File: src/design/kgd_ram.sv
// Generic simple dual-port RAM with registered read.
`default_nettype none
module kgd_ram #(
   parameter int WIDTH = 8,
   parameter int DEPTH = 16
) (
   input  wire logic                     clock,
   input  wire logic                     wr_en,
   input  wire logic [$clog2(DEPTH)-1:0] wr_addr,
   input  wire logic [WIDTH-1:0]         wr_data,
   input  wire logic [$clog2(DEPTH)-1:0] rd_addr,
   output      logic [WIDTH-1:0]         rd_data
);

   logic [WIDTH-1:0] mem [DEPTH];

   always_ff @(posedge clock) begin
      if (wr_en) begin
         mem[wr_addr] <= wr_data;
      end
      rd_data <= mem[rd_addr];
   end

endmodule
`default_nettype wire

File: config.mk
export PLATFORM = sky130hd
export DESIGN_NAME = kgd_ram
export DESIGN_NICKNAME = d
export VERILOG_FILES = /design/src/design/kgd_ram.sv
export SDC_FILE = /design/constraint.sdc
export NUM_CORES = 1
export LEC_CHECK = 0
export BUFFER_PORTS_ARGS = -buffer_cell sky130_fd_sc_hd__buf_2
export CAP_MARGIN = 20
export CELL_PAD_IN_SITES_DETAIL_PLACEMENT = 1
export CELL_PAD_IN_SITES_GLOBAL_PLACEMENT = 2
export CORE_ASPECT_RATIO = 1.25
export CORE_UTILIZATION = 45
export CTS_BUF_LIST = sky130_fd_sc_hd__clkbuf_4 sky130_fd_sc_hd__clkbuf_8
export DETAILED_ROUTE_END_ITERATION = 10
export PLACE_DENSITY_LB_ADDON = 0.05
export RECOVER_POWER = 25
export REMOVE_ABC_BUFFERS = 1
export SLEW_MARGIN = 15
export SYNTH_ARGS = -nofsm -noshare
export SYNTH_HDL_FRONTEND = slang
export SYNTH_SLANG_ARGS = --single-unit
File: constraint.sdc
create_clock -name clock -period 2.8 [get_ports clock]
set_clock_uncertainty 0.05 [all_clocks]
set_input_delay 0.14 -clock clock [delete_from_list [all_inputs] [get_ports clock]]
set_output_delay 0.14 -clock clock [all_outputs]
set_load 0.05 [all_outputs]
### Word-level counts from Yosys, hierarchy flattened

Memory sizes are Yosys's and may differ from the RTL's. A register that Yosys moved wholly into a read port is not among the register bits.
Cells that the tools add are included.

| word-level totals | value |
|---|---|
| memories kept | 1 |
| RAM bits | 128 |
| latch bits | 0 |
| bits in registers | 0 |
| ROM bits | 0 |
| output and inout bits | 8 |

| cells by class | value |
|---|---|
| reductions and logical operators | 0 |
| add/sub/neg operators | 0 |
| shift-type cells | 0 |
| magnitude comparators | 0 |
| muxes and demuxes | 2 |
| bitwise gates (word level) | 0 |
| multiply operators | 0 |
| divide/modulo/power cells | 0 |
| eq/ne operators | 0 |

Memories:

| memory | words | width | rd ports | clocked after Yosys merged registers in | wr ports | line | RTL |
|---|---|---|---|---|---|---|---|
| mem | 16 | 8 | 1 | 1 | 1 | 15 | `logic [WIDTH-1:0] mem [DEPTH];` |

Operators by type and width:

| cell | count |
|---|---|
| two-way mux 1 bit | 2 |

### Depth between registers and ports, before layout

| logic depth | value |
|---|---|
| depth in word-level cells | 2 |
| mapped depth | 5 |
| mapped depth without buffers | 3 |

### Worst setup path after synthesis

OpenSTA, ideal clock, no wires.

| path | value |
|---|---|
| kind | input port to flip-flop |
| start point | input wr_addr[2] |
| end point | memory mem[0][0] (enable) |
| slack | 1117 ps |
| arrival time | 1250 ps |
| stages on the path | 2 |
| path buffers | 0 |
| cell sequence | or3b_2 > nor3_1 |

RTL lines:

| what | line | RTL |
|---|---|---|
| from (decl) | 9 | `input wire logic [$clog2(DEPTH)-1:0] wr_addr,` |
| to (decl) | 15 |  |

No word-level cell before the write port.

==> metrics <==
status finished with violations; failing checks DRC; htree depth 4; vias in the first global route 2647; Sw Ratio 22.87%; DIE AREA 11870 um^2; number of vias per cell 5.653; Post-Synthesis Cells 229; Hold Buf Count CTS 0; WS Path Type register to register; Clock Root Buffer clkbuf_8; Final Cycle Share 53.25%; core area 11140 um^2; Leak Pwr 1.929 nW; post-layout power 0.003945 W; Netlist cell types 19; Worst Tran Pin Value 1029 ps; Detail Placement HPWL 6750 um; crit-path leading delay family multiplexers; Initial Util 46.22%; Residual DRC 6; postcts setup bufs 0; wire length on met2 5563 um; P_sw 0.0009024 W; startpoint types register; Sink Count 136; YS warnings 0; cell row count 43; initial antenna violation count 0; Avg WL per Cell 24.74 um; Highest Signal Layer met4; clk buf depth 2; Final setup viols 0; ANT cells 0; Mapped Area 5147 um^2; Area Growth Syn to Fin 13.08%; Die H 121.6 um; Buf+Inv Stages, Crit Path 0; Vias 2408; Worst path slowest cell mux4_1; RePlAce Congestion 0.6801; Met3 Routed Length 426 um; DRT iter0 DRCs 127; Clock transition at path regs 70 ps; Power Dens Cells 677.8 nW/um^2; Max stage delay on crit path 510 ps; min Tclk post-route 1491 ps; TritonCTS Buffers 17; Synth area leader edfxtp_1; drt total wl 10540 um; global-route wire length before repair 16050 um; combinational power share 6.5%; ANT nets after route 0; Clk pwr share 35.6%; layout cells sized above 1 28.52%; I/O pins 26; IO buf count 25; Crit. End Element register; syn avg cell area 22.48 um^2; Yosys top cell area share 74.67%; CTS tree built; Area contributors post-synth edfxtp_1 75%, mux4_2 7.9%, mux4_1 7.1%; most frequent cells in the layout 128 x edfxtp_1, 20 x buf_2, 18 x mux4_2; FF+latch count, synth 136; WP data required 3060 ps; sequential area share after synthesis 77.78%; Die X-Extent 97.66 um; fin nets 296; VDD IR max 0.2999 mV; CP cell instances mux4_1 -> a22oi_1 -> nand2_1; Reg2Reg Setup Slack 1310 ps; pin count of the biggest net entering global routing 33; Int Power 0.003043 W; Slew Limit Fails 0; final hold viol count 0; clock insertion delay at the later pin of the skew report 430 ps; Post-Route Utilization 52.26%; Crit Path Max Fanout 1; RSZ-0062 raised after global routing false; WP data arrival 1750 ps; Total GRT Usage 19.89%; grt ovf 0; max-cap violations 0; DRT Pass-1 Iters 7; fmax 0.6707 GHz; Flop pwr share 58.0%; Rel. slew slack 31.17%; setup tns final 0 ps; commonest non-fill, non-tap cell in the layout edfxtp_1; Gates resized, CTS repair 0; M1 wire length 4386 um; Tightest Hold Check Type input pin to register
-- metal layers --
| layer | global-route usage, % | vias up |
|---|---|---|
| li1 | - | 1065 |
| met1 | 24.71 | 1267 |
| met2 | 33.38 | 64 |
| met3 | 5.508 | 12 |
| met4 | 7.860 | 0 |
| met5 | 0 | - |
-- path summary, 6_finish.rpt --
check / start / end / cells past startpoint
hold reg to reg: mem[10][4] / rd_data[4] / 3
setup reg to reg: mem[1][0] / rd_data[0] / 3
hold / removal: wr_data[1] / mem[0][1] / 1
setup / recovery: mem[1][0] / rd_data[0] / 3
-- layout make-up --
type	instances	area (um^2)
clock inverters	15	112.6
well taps	135	168.9
multi-input cells	83	1057
fillers	984	5316
repair buffers	40	244.0
clock buffers	17	234.0
flip-flops and latches	136	4004
-- cell families after synthesis --
group / share of synthesized area (%)
flops: 77.78
simple gates: 3.184
mux: 15.02
compound gates: 2.334
buf+inv: 1.677
-- state kept, by name, summed over array words and instances, names as in the netlist --
| register | flops |
|---|---|
| rd_data | 8 |
| mem | 128 |
-- cell usage after synthesis --
master and n:
nand3_1 1, nor2_1 13, buf_4 1, mux4_1 14, nand2_1 9, clkdlybuf4s25_2 3, nor3_1 4, a22oi_1 16
buf_6 3, or3b_2 1, and2_1 1, nand2b_1 2, edfxtp_1 128, mux4_2 18, dfxtp_1 8, nor2b_1 1
nand3b_1 2, buf_2 3, and2b_1 1
-- stage by stage --
step                      worst slack (ps)  instances  cell area [um^2]  hold slack, ps
final                                 1309        426              5821           63.06
after floorplan                       1117        219              5061           188.9
after detailed placement              1083        394              5480           497.8
after CTS                             1325        426              5827           23.51
after global routing                  1273        426              5821           42.10
after global placement                1057        394              5480           485.4
-- power groups by stage --
stage	sequential, W	combinational (W)	clock, W
global placement	0.00233	0.000257	0
global route	0.00229	0.000275	0.00151
detailed placement	0.00233	0.000263	0
finish	0.00229	0.000255	0.00140
CTS	0.00229	0.000263	0.00145
floorplan	0.00238	0.0000912	0
Power figures use the tool's default switching activity.
