`src/design/kgd_pkg.sv`:
```
// Shared types, gesture codes, register indexes and the per-key step function.
`default_nettype none
package kgd_pkg;

   localparam logic [2:0] GS_INITIAL = 3'd0;
   localparam logic [2:0] GS_PRESS   = 3'd1;
   localparam logic [2:0] GS_CLICK   = 3'd2;
   localparam logic [2:0] GS_DPRESS  = 3'd3;
   localparam logic [2:0] GS_DCLICK  = 3'd4;
   localparam logic [2:0] GS_LPRESS  = 3'd5;
   localparam logic [2:0] GS_LCLICK  = 3'd6;

   localparam logic [1:0] OP_LEVEL = 2'd0;
   localparam logic [1:0] OP_TICK  = 2'd1;
   localparam logic [1:0] OP_CHECK = 2'd2;
   localparam logic [1:0] OP_TIMED = 2'd3;

   localparam logic [1:0] CSR_LONG_PRESS = 2'd0;
   localparam logic [1:0] CSR_DOUBLE_WIN = 2'd1;
   localparam logic [1:0] CSR_BLOCKED    = 2'd2;

   typedef struct packed {
      logic        level;
      logic [2:0]  gesture;
      logic [31:0] state_timer;
      logic [31:0] event_timer;
   } kgd_rec_type;

   localparam int REC_WIDTH = $bits(kgd_rec_type);

   typedef struct packed {
      logic        start;
      logic [31:0] dividend;
      logic [31:0] divisor;
   } kgd_div_req_type;

   typedef struct packed {
      logic        done;
      logic [31:0] remainder;
   } kgd_div_rsp_type;

   function automatic logic [31:0] sat_add(input logic [31:0] a, input logic [31:0] b);
      logic [32:0] s;
      s = {1'b0, a} + {1'b0, b};
      return s[32] ? 32'hFFFF_FFFF : s[31:0];
   endfunction

   function automatic kgd_rec_type advance(input kgd_rec_type rec, input logic [31:0] dt,
                                           input logic [31:0] lpt, input logic [31:0] dpw);
      kgd_rec_type r;
      logic [31:0] st;
      logic [2:0]  g;
      st = sat_add(rec.state_timer, dt);
      g = rec.gesture;
      r = rec;
      r.event_timer = sat_add(rec.event_timer, dt);
      case (g)
         GS_PRESS, GS_DPRESS: begin
            if (rec.level && st >= lpt) begin
               g = GS_LPRESS;
               st = '0;
            end else if (!rec.level) begin
               g = (g == GS_PRESS) ? GS_CLICK : GS_DCLICK;
               st = '0;
            end
         end
         GS_CLICK: begin
            if (rec.level && st < dpw) begin
               g = GS_DPRESS;
               st = '0;
            end else if (st >= dpw) begin
               g = GS_INITIAL;
               st = '0;
            end
         end
         GS_DCLICK, GS_LCLICK: begin
            if (st != '0) begin
               g = GS_INITIAL;
               st = '0;
            end
         end
         GS_LPRESS: begin
            if (!rec.level) begin
               g = GS_LCLICK;
               st = '0;
            end
         end
         default: begin
            if (rec.level) begin
               g = GS_PRESS;
               st = '0;
            end else begin
               g = GS_INITIAL;
            end
         end
      endcase
      r.gesture = g;
      r.state_timer = st;
      return r;
   endfunction

endpackage
`default_nettype wire

```
`src/design/kgd_div.sv`:
```
// Iterative restoring remainder unit, one quotient bit per cycle.
`default_nettype none
module kgd_div (
   input  wire logic                     clock,
   input  wire logic                     reset,
   input  wire kgd_pkg::kgd_div_req_type div_req,
   output      kgd_pkg::kgd_div_rsp_type div_rsp
);

   logic        busy_ff, busy_in;
   logic        done_ff, done_in;
   logic [4:0]  cnt_ff, cnt_in;
   logic [31:0] rem_ff, rem_in;
   logic [31:0] dvd_ff, dvd_in;
   logic [31:0] dsr_ff, dsr_in;
   logic [32:0] trial;

   always_comb begin
      busy_in = busy_ff;
      done_in = 1'b0;
      cnt_in = cnt_ff;
      rem_in = rem_ff;
      dvd_in = dvd_ff;
      dsr_in = dsr_ff;
      trial = {rem_ff, dvd_ff[31]};
      if (div_req.start) begin
         busy_in = 1'b1;
         cnt_in = '0;
         rem_in = '0;
         dvd_in = div_req.dividend;
         dsr_in = div_req.divisor;
      end else if (busy_ff) begin
         rem_in = (trial >= {1'b0, dsr_ff}) ? 32'(trial - {1'b0, dsr_ff}) : trial[31:0];
         dvd_in = {dvd_ff[30:0], 1'b0};
         cnt_in = cnt_ff + 5'd1;
         if (cnt_ff == 5'd31) begin
            busy_in = 1'b0;
            done_in = 1'b1;
         end
      end
   end

   always_ff @(posedge clock) begin
      if (reset) begin
         busy_ff <= 1'b0;
         done_ff <= 1'b0;
         cnt_ff <= '0;
      end else begin
         busy_ff <= busy_in;
         done_ff <= done_in;
         cnt_ff <= cnt_in;
      end
      rem_ff <= rem_in;
      dvd_ff <= dvd_in;
      dsr_ff <= dsr_in;
   end

   assign div_rsp.done = done_ff;
   assign div_rsp.remainder = rem_ff;

endmodule
`default_nettype wire

```
`config.mk`:
```
export PLATFORM = sky130hd
export DESIGN_NAME = kgd_div
export DESIGN_NICKNAME = d
export VERILOG_FILES = /design/src/design/kgd_pkg.sv /design/src/design/kgd_div.sv
export SDC_FILE = /design/constraint.sdc
export NUM_CORES = 1
export LEC_CHECK = 0
export BUFFER_PORTS_ARGS = -buffer_cell sky130_fd_sc_hd__buf_2
export CAP_MARGIN = 40
export CORE_AREA = 2 2 89 133
export CTS_CLUSTER_DIAMETER = 150
export CTS_CLUSTER_SIZE = 16
export DETAILED_ROUTE_END_ITERATION = 10
export DIE_AREA = 0 0 91 135
export PLACE_DENSITY_LB_ADDON = 0.1
export SYNTH_ARGS = -nofsm -noshare
export SYNTH_HDL_FRONTEND = slang
export SYNTH_SLANG_ARGS = --single-unit
```
`constraint.sdc`:
```
create_clock -name clock -period 3.8 [get_ports clock]
set_input_delay 0.19 -clock clock [delete_from_list [all_inputs] [get_ports clock]]
set_output_delay 0.19 -clock clock [all_outputs]
set_load 0.01 [all_outputs]
```
* After elaboration in Yosys (flattened, before gate mapping)
Index checks and enable logic that the tools add are counted.
Word-level totals: register bits after elaboration 103, input port bits 67, output and inout bits 33, word-level logic and storage cells 21
Operators by class: add/sub/neg operators 2, $lt $le $gt $ge 1, equal/unequal tests 1, muxes and demuxes 7, bitwise operators 1, reductions and logical operators 3
Operators with widths (number):
- $mux 32 | 3
- $ge 33x32->1 | 1
- $sub 32x32->32 | 1
- $add 5x1->5 const B | 1
- $eq 5x5->1 const B | 1
- $mux 1 | 4
- $reduce_or 3->1 | 1
- $reduce_bool 2->1 | 1
- $reduce_or 2->1 | 1
- $not 1->1 | 1

* Logic depth before layout (Yosys ltp)
Gate-level depths: netlist (run 1).
word-level depth 4, depth in mapped cells 13, depth with buffers taken out 13

* Least setup slack after synthesis (run 1)
OpenSTA, ideal clock, no wires.
path type register -> register, from reg dvd_ff[31], to reg rem_ff[28], setup time 0.088 ns, arrival 2.572 ns, data required time 3.712 ns, path slack 1.140 ns, stages on the path, launching flop included 14, path buffers 0, clock period less this slack 2.660 ns, cells stage by stage edfxtp_1 > inv_1 > ha_1 > inv_1 > fa_1 > a21oi_2 > o21ai_2 > a21oi_2 > o31a_1 > o32a_1 > o31a_1 > mux2i_1 > o21ai_1 > a311oi_2
On the way: cells in the longest elaborated chain, start to end 2, elaborated cells on any way between the ends 3, those cells by class add/sub (1); order compare (1); mux (1)
RTL lines:
- from (decl) | RTL line kgd_div.sv:14 | logic [31:0] dvd_ff, dvd_in;
- from (signal assigned) | RTL line kgd_div.sv:54 | dvd_ff <= dvd_in;
- $sub 32x32->32 or $ge 33x32->1 (tied branches) | RTL line kgd_div.sv:33 | rem_in = (trial >= {1'b0, dsr_ff}) ? 32'(trial - {1'b0, dsr_ff}) : trial[31:0];
- $mux 32 (*) | RTL line kgd_div.sv:33
- to (signal assigned) | RTL line kgd_div.sv:53 | rem_ff <= rem_in;
- to (decl) | RTL line kgd_div.sv:13 | logic [31:0] rem_ff, rem_in;
Mark *: on every way between the ends. The rest lies on a longest branch, timed or not. A chain may end at the register's enable or synchronous reset.

* Worst setup path in the final report (run 1)
from reg rem_ff[5], to reg rem_ff[20]
On the way: cells in the longest elaborated chain, start to end 2, elaborated cells on any way between the ends 3, those cells by class add/sub (1); order compare (1); mux (1)
RTL lines (RTL line):
- $sub 32x32->32 or $ge 33x32->1 (tied branches) | kgd_div.sv:33
- $mux 32 (*) | kgd_div.sv:33
Marked as above.

==> flow_summary.ini, run 1 <==
[routing]
vias = 4618
avgRoutedWirePerCell_um = 15.32
met1_length_um = 5260
wirelength_um = 12790
wl_met3_um = 598
drt_iter0_drc = 214
dr.pass1.iters = 5
ant_nets = 0
avgViaCountPerCell = 5.531
wl_met2_um = 6635
routed.top_layer = met4
route.detailed.drc = 0

[worst_hold_path]
hp-class = primary input to register

[global_routing]
grt_pass1_vias = 4769
grt_overflow = 0
grt_util_all_layers_pct = 21.13
antenna_found_initial = 0
grt_pass1_wl_um = 21200
grt_max_degree = 62

[placement]
dpl.hpwl_um = 9184
numPortBuffers = 99
gp_congestion = 0.8993
pre_cts_ws_ns = 0.7743

[status]
status = finished clean

[setup_path]
arrival_ns = 3.35
end_kind = register
critPathRequiredTime_ns = 4.06
startpoint_type = register
critPathKind = register to register
crit_path_max_fanout = 20

[clock_tree]
insertion_delay_ns = 0.36
cts_setup_buffers = 0
clkTransAtPathRegs_ns = 0.07
cts_root_buf = clkbuf_16
clkSinkCount = 103
htreeDepth = 3
numCtsBuffers = 9
cts_tree = done
cts-root-to-sink-buffers = 2

[floorplanning]
coreArea_um2 = 11060
dieArea_um2 = 12290
num_io_pins = 100
start_util_pct = 54.15
num_rows = 47
die-height_um = 135
die_width_um = 91

[timing]
max_slew_margin_pct = 49.55
setup_slack_ns = 0.7058
rsz0062_at_grt = false
fin_crit_sh_pct = 81.43
drv_slew = 0
finClkSkew_ns = 0.01214
setup-violations-final = 0
fmax_ghz = 0.3232
tns_ns = 0
worst_slew_pin_slew_ns = 0.7567
period_needed_ns = 3.094
hold_viol = 0

[finish]
layout-drive-gt1-share_pct = 24.42
finalNetCount = 785
n_antenna_cell = 0
area_growth_pct = 14.34
mostFrequentLayoutCells = 98 x buf_2, 75 x nand2_1, 64 x edfxtp_1
layout_commonest_cell = buf_2

[synth]
ys_seq_area_share_pct = 45.14
synth_ff_type = edfxtp_1
async_flop_share_pct = 0
synth_edf_count = 64
synth-seq-cells = 103
syn_avg_cell_area_um2 = 10.20
synth_cells = 587
yosysWarnings = 0
mappedNetlistArea_um2 = 5987
syn_nets = 689
ys_types = 61

[power_and_ir_drop]
power_leakage_nw = 2.956
irDropWorstVdd_v = 0.0002755
power.density_nw_per_um2 = 447.9

[job]
cap_violations = 0
==> synth_stat cells, types with 2 or more instances <==
| cell | instances | share of area (%) |
|---|---|---|
| nand2_1 | 75 | 4.7 |
| edfxtp_1 | 64 | 32 |
| nor2_1 | 46 | 2.9 |
| inv_1 | 43 | 2.7 |
| a21oi_1 | 39 | 3.3 |
| dfxtp_1 | 39 | 13 |
| ha_1 | 34 | 7.1 |
| mux2_2 | 31 | 5.8 |
| a311oi_1 | 21 | 3.1 |
| o21ai_0 | 14 | 1.2 |
| xor2_1 | 14 | 2.0 |
| xnor2_1 | 13 | 1.9 |
| a21o_1 | 12 | 1.5 |
| nand3_1 | 10 | 0.84 |
| clkbuf_1 | 9 | 0.56 |
| nand4_1 | 8 | 0.84 |
| a211oi_1 | 7 | 0.88 |
| mux2i_1 | 7 | 1.2 |
| o21bai_1 | 7 | 0.88 |
| buf_6 | 6 | 1.1 |
| clkbuf_8 | 6 | 1.4 |
| nand2b_1 | 6 | 0.63 |
| o21a_1 | 6 | 0.75 |
| nor2b_1 | 5 | 0.52 |
| a311oi_2 | 4 | 1.0 |
| a31oi_1 | 4 | 0.42 |
| and3_1 | 4 | 0.42 |
| o211ai_1 | 4 | 0.50 |
| o21ai_1 | 4 | 0.33 |
| or2_2 | 4 | 0.42 |
| or3_1 | 4 | 0.42 |
| a211oi_2 | 2 | 0.42 |
| a21oi_2 | 2 | 0.29 |
| buf_1 | 2 | 0.13 |
| nor3_1 | 2 | 0.17 |
| nor4_1 | 2 | 0.21 |
| o22ai_1 | 2 | 0.21 |
| o31a_1 | 2 | 0.29 |
==> routing by layer <==
| metal | track usage (%) | vias to the layer above |
|---|---|---|
| met5 | 0 | - |
| met4 | 8.165 | 0 |
| met3 | 4.799 | 22 |
| met2 | 39.59 | 127 |
| met1 | 22.90 | 2152 |
| li1 | - | 2317 |
==> worst max-delay path: stages (launching register included) <==
cell and delay, ns:
dfxtp_1 0.35, ha_1 0.41, a21oi_1 0.10, o21a_1 0.23
a2111oi_2 0.32, a21o_1 0.23, a211oi_2 0.13, o21ai_4 0.50
buf_4 0.35, nand3_1 0.12, a311oi_2 0.26
==> sequential cells by signal (all words and copies together), names as in the netlist <==
signal,flops
dvd_ff,32
rem_ff,32
busy_ff,1
done_ff,1
cnt_ff,5
dsr_ff,32
==> repair_timing <==
item,4_1_cts,5_1_grt
gates resized for setup,0,0
hold buffers,11,0
setup endpoints to repair,0,0
endpoints found under the hold margin,11,0
==> per-stage QoR <==
stage	total power [W]	util, %	hold WS, ns	instances	instance area (um2)
final	0.003066	61.92	0.007308	835	6845
after global routing	0.003218	61.92	0.002282	835	6845
after CTS	0.003086	61.92	0.0001549	835	6845
after detailed placement	0.002164	58.33	0.3605	808	6449
after global placement	0.002151	58.33	0.3504	808	6449
after floorplan	0.001993	-	0.2624	587	5987
==> layout make-up <==
cell class | instances | area, um2
clock buffer | 9 | 225.2
clock inverter | 7 | 61.31
fill | 990 | 4210
inverter | 44 | 167.7
multi-input combinational | 412 | 2873
sequential | 103 | 2704
tap | 147 | 183.9
timing repair buffer | 113 | 630.6
==> cell families (layout without fill, tap and decap cells) <==
| logic type | count (synthesis) | count (layout) | share of synthesized area [%] |
|---|---|---|---|
| AO/OA/AOI/OAI | 141 | 141 | 16.84 |
| XOR/XNOR | 27 | 27 | 3.950 |
| adder cells (fa/ha/maj) | 35 | 35 | 7.440 |
| buffers and inverters | 72 | 173 | 6.875 |
| flip-flops | 103 | 103 | 45.14 |
| multiplexers | 38 | 38 | 7.001 |
| AND/OR/NAND/NOR | 171 | 171 | 12.75 |
==> worst paths after layout <==
path / endpoint / slack [ns] / from / cells after the start
hold / removal: dsr_ff[28] / 0.007 / div_req[28] / 1
setup reg to reg: rem_ff[20] / 0.71 / rem_ff[5] / 10
hold reg to reg: rem_ff[10] / 0.51 / rem_ff[9] / 2
setup / recovery: rem_ff[20] / 0.71 / rem_ff[5] / 10
==> power breakdown <==
| part | switching (W) | internal (W) | leakage (nW) | total [W] |
|---|---|---|---|---|
| combinational | 0.000464 | 0.000330 | 1.86 | 0.000794 |
| clock | 0.000456 | 0.000459 | 0.140 | 0.000915 |
| sequential | 0.0000605 | 0.00130 | 0.957 | 0.00136 |
No activity file was read; power rests on OpenSTA's default activity.
==> run 2: changes to the inputs <==
Settings changed: ABC_AREA set to 1, CORE_AREA 2 2 89 133 to 2 2 95 142, DIE_AREA 0 0 91 135 to 0 0 97 144.
Clock period 3.8 ns to 2.9 ns, I/O delays scaled along.
==> flow_summary.ini, run 2 <==
[floorplanning]
dieArea_um2 = 13970
die_width_um = 97
start_util_pct = 53.39
die-height_um = 144
coreArea_um2 = 12830
num_rows = 51
num_io_pins = 100

[global_routing]
antenna_found_initial = 0
grt_pass1_vias = 6145
grt_pass1_wl_um = 28060
grt_overflow = 0
grt_util_all_layers_pct = 25.23
grt_max_degree = 44

[setup_path]
cpMostUsedCell = nand2_1
startpoint_type = register
arrival_ns = 2.78
critPathMaxStageDelay_ns = 0.39
cp_top_family = simple AND/OR/NAND/NOR gates
path_buf_inv = 2
crit_path_max_fanout = 31
cp_cell_sequence = inv_1 -> ha_1 -> nand2_1 -> inv_2 -> a21oi_2 -> nand2_1 -> nand2_1 -> nand2_1 -> nor2_4 -> nand2_4 -> nand2_1 -> nand3_1 -> o21ai_1
critPathRequiredTime_ns = 3.18
slowest_stage = edfxtp_1
critPathKind = register to register
end_kind = register

[timing]
hold_viol = 0
setup_slack_ns = 0.3977
worst_slew_pin_slew_ns = 0.5343
drv_slew = 0
period_needed_ns = 2.502
finClkSkew_ns = 0.01311
fin_crit_sh_pct = 86.29
setup-violations-final = 0
max_slew_margin_pct = 64.38
rsz0062_at_grt = false
tns_ns = 0
fmax_ghz = 0.3996

[power_and_ir_drop]
internal_power_w = 0.002432
power_leakage_nw = 4.449
swShare_pct = 26.67
combPwrFrac_pct = 12.7
netSwitchingPower_w = 0.0008845
power_frac_seq_pct = 50.7
power.density_nw_per_um2 = 409.2
p_clk_share_pct = 36.6
irDropWorstVdd_v = 0.0003186

[clock_tree]
insertion_delay_ns = 0.36
cts-root-to-sink-buffers = 2
cts_root_buf = clkbuf_16
clkSinkCount = 103
clkTransAtPathRegs_ns = 0.08
cts_setup_buffers = 0
htreeDepth = 3
cts_tree = done
numCtsBuffers = 9

[placement]
place_area_um2 = 7485
dpl.hpwl_um = 13260
gp_congestion = 0.9957
numPortBuffers = 99
pre_cts_ws_ns = 0.4396

[finish]
area_growth_pct = 18.38
layout_commonest_cell = nand2_1
fill_cells = 1249
finalNetCount = 1222
layout-drive-gt1-share_pct = 13.07
mostFrequentLayoutCells = 417 x nand2_1, 180 x inv_1, 99 x buf_2
n_antenna_cell = 0
design_area_um2 = 8107
top_regs = dsr_ff x32, dvd_ff x32, rem_ff x32

[synth]
mappedNetlistArea_um2 = 6848
ys_seq_area_share_pct = 39.47
synth_edf_count = 64
yosysWarnings = 0
synthTopCellsByCount = 417 x nand2_1, 180 x inv_1, 73 x nand3_1, 64 x edfxtp_1, 44 x nor2_1
async_flop_share_pct = 0
synth-seq-cells = 103
synth_most_common_cell = nand2_1
synth_cells = 992
synth.area.top_cells = edfxtp_1 28%, nand2_1 23%, dfxtp_1 11%, inv_1 9.9%, ha_1 6.2%
syn_nets = 1094
syn_avg_cell_area_um2 = 6.903
yosys.area.top_type = edfxtp_1
synth_ff_type = edfxtp_1
synth_top_area_share_pct = 28.07
ys_types = 34

[job]
cap_violations = 0

[routing]
dr.pass1.iters = 7
wirelength_um = 17370
vias = 6287
ant_nets = 0
avgRoutedWirePerCell_um = 13.53
route.detailed.drc = 0
avgViaCountPerCell = 4.896
drt_iter0_drc = 248

[worst_hold_path]
hp-class = primary input to register

[status]
status = finished clean
run 2: changes by cell type after synthesis, moves of 7 or more:
| cell | change |
|---|---|
| a211oi_1 | -7 |
| a21o_1 | -12 |
| xor2_1 | -12 |
| a21oi_1 | -17 |
| o21ai_1 | +7 |
| nand3_1 | +63 |
| mux2_2 | -31 |
| nand2_1 | +342 |
| a311oi_1 | -21 |
| o21ai_0 | -12 |
| inv_1 | +137 |
| nand3b_1 | +13 |
| mux2i_1 | -7 |
| nand3_2 | +8 |
run 2: logic make-up (layout without fill, tap and decap cells):
group                      after synthesis  count (layout)  share of synthesized area, %
and+or+nand+nor                        588             588                         36.51
DFF                                    103             103                         39.47
adders and majority gates               35              35                         6.505
AOI/OAI and AO/OA                       41              41                         3.234
xor gates and xnor gates                16              16                         2.046
buffers and inverters                  209             342                         12.24
run 2: metal layers:
metal	part of all wire, %	global-route usage, %
met1	40	27.12
met2	52	47.59
met3	3.7	4.302
met4	4.4	12.53
met5	0	0
run 2: area by class of cell:
type	count	area, um2	share of cell area, %
flip-flops and latches	103	2703	33.34
clock buffers	10	229.0	2.825
multi-input cells	680	3309	40.82
clock inverters	6	62.56	0.7717
well taps	159	198.9	2.454
repair buffers	140	905.9	11.17
inverters	186	698.2	8.612
run 2: tightest hold or removal path, stage by stage:
cell	delay, ns
buf_2	0.07
nand2_1	0.04
inv_1	0.04
run 2: timing repair:
item	4_1_cts	5_1_grt
endpoints found under the hold margin	34	0
gates resized for setup	0	0
hold buffers	33	0
run 2: final timing paths:
| kind | depth (start not counted) | slack [ns] | from | endpoint |
|---|---|---|---|---|
| setup / recovery | 13 | 0.40 | dsr_ff[23] | rem_ff[9] |
| hold / removal | 3 | 0.04 | div_req[32] | dvd_ff[0] |
| setup reg to reg | 13 | 0.40 | dsr_ff[23] | rem_ff[9] |
| hold reg to reg | 2 | 0.48 | cnt_ff[4] | cnt_ff[4] |
run 2: power by group through the flow:
stage / sequential [W] / clock [W] / combinational (W)
detailed placement: 0.00172 / 0 / 0.000385
global route: 0.00169 / 0.00128 / 0.000471
global placement: 0.00171 / 0 / 0.000381
finish: 0.00168 / 0.00122 / 0.000420
floorplan: 0.00171 / 0 / 0.000251
CTS: 0.00168 / 0.00125 / 0.000421
run 2: through the flow:
| stage | hold slack, ns | util (%) | instances | total power [W] |
|---|---|---|---|---|
| global placement | 0.3212 | 58.14 | 1234 | 0.002094 |
| detailed placement | 0.3232 | 58.36 | 1235 | 0.002101 |
| global route | 0.05749 | 63.20 | 1284 | 0.003447 |
| finish | 0.04163 | 63.20 | 1284 | 0.003317 |
| floorplan | 0.2211 | - | 992 | 0.001959 |
| CTS | 0.03127 | 63.20 | 1284 | 0.003350 |
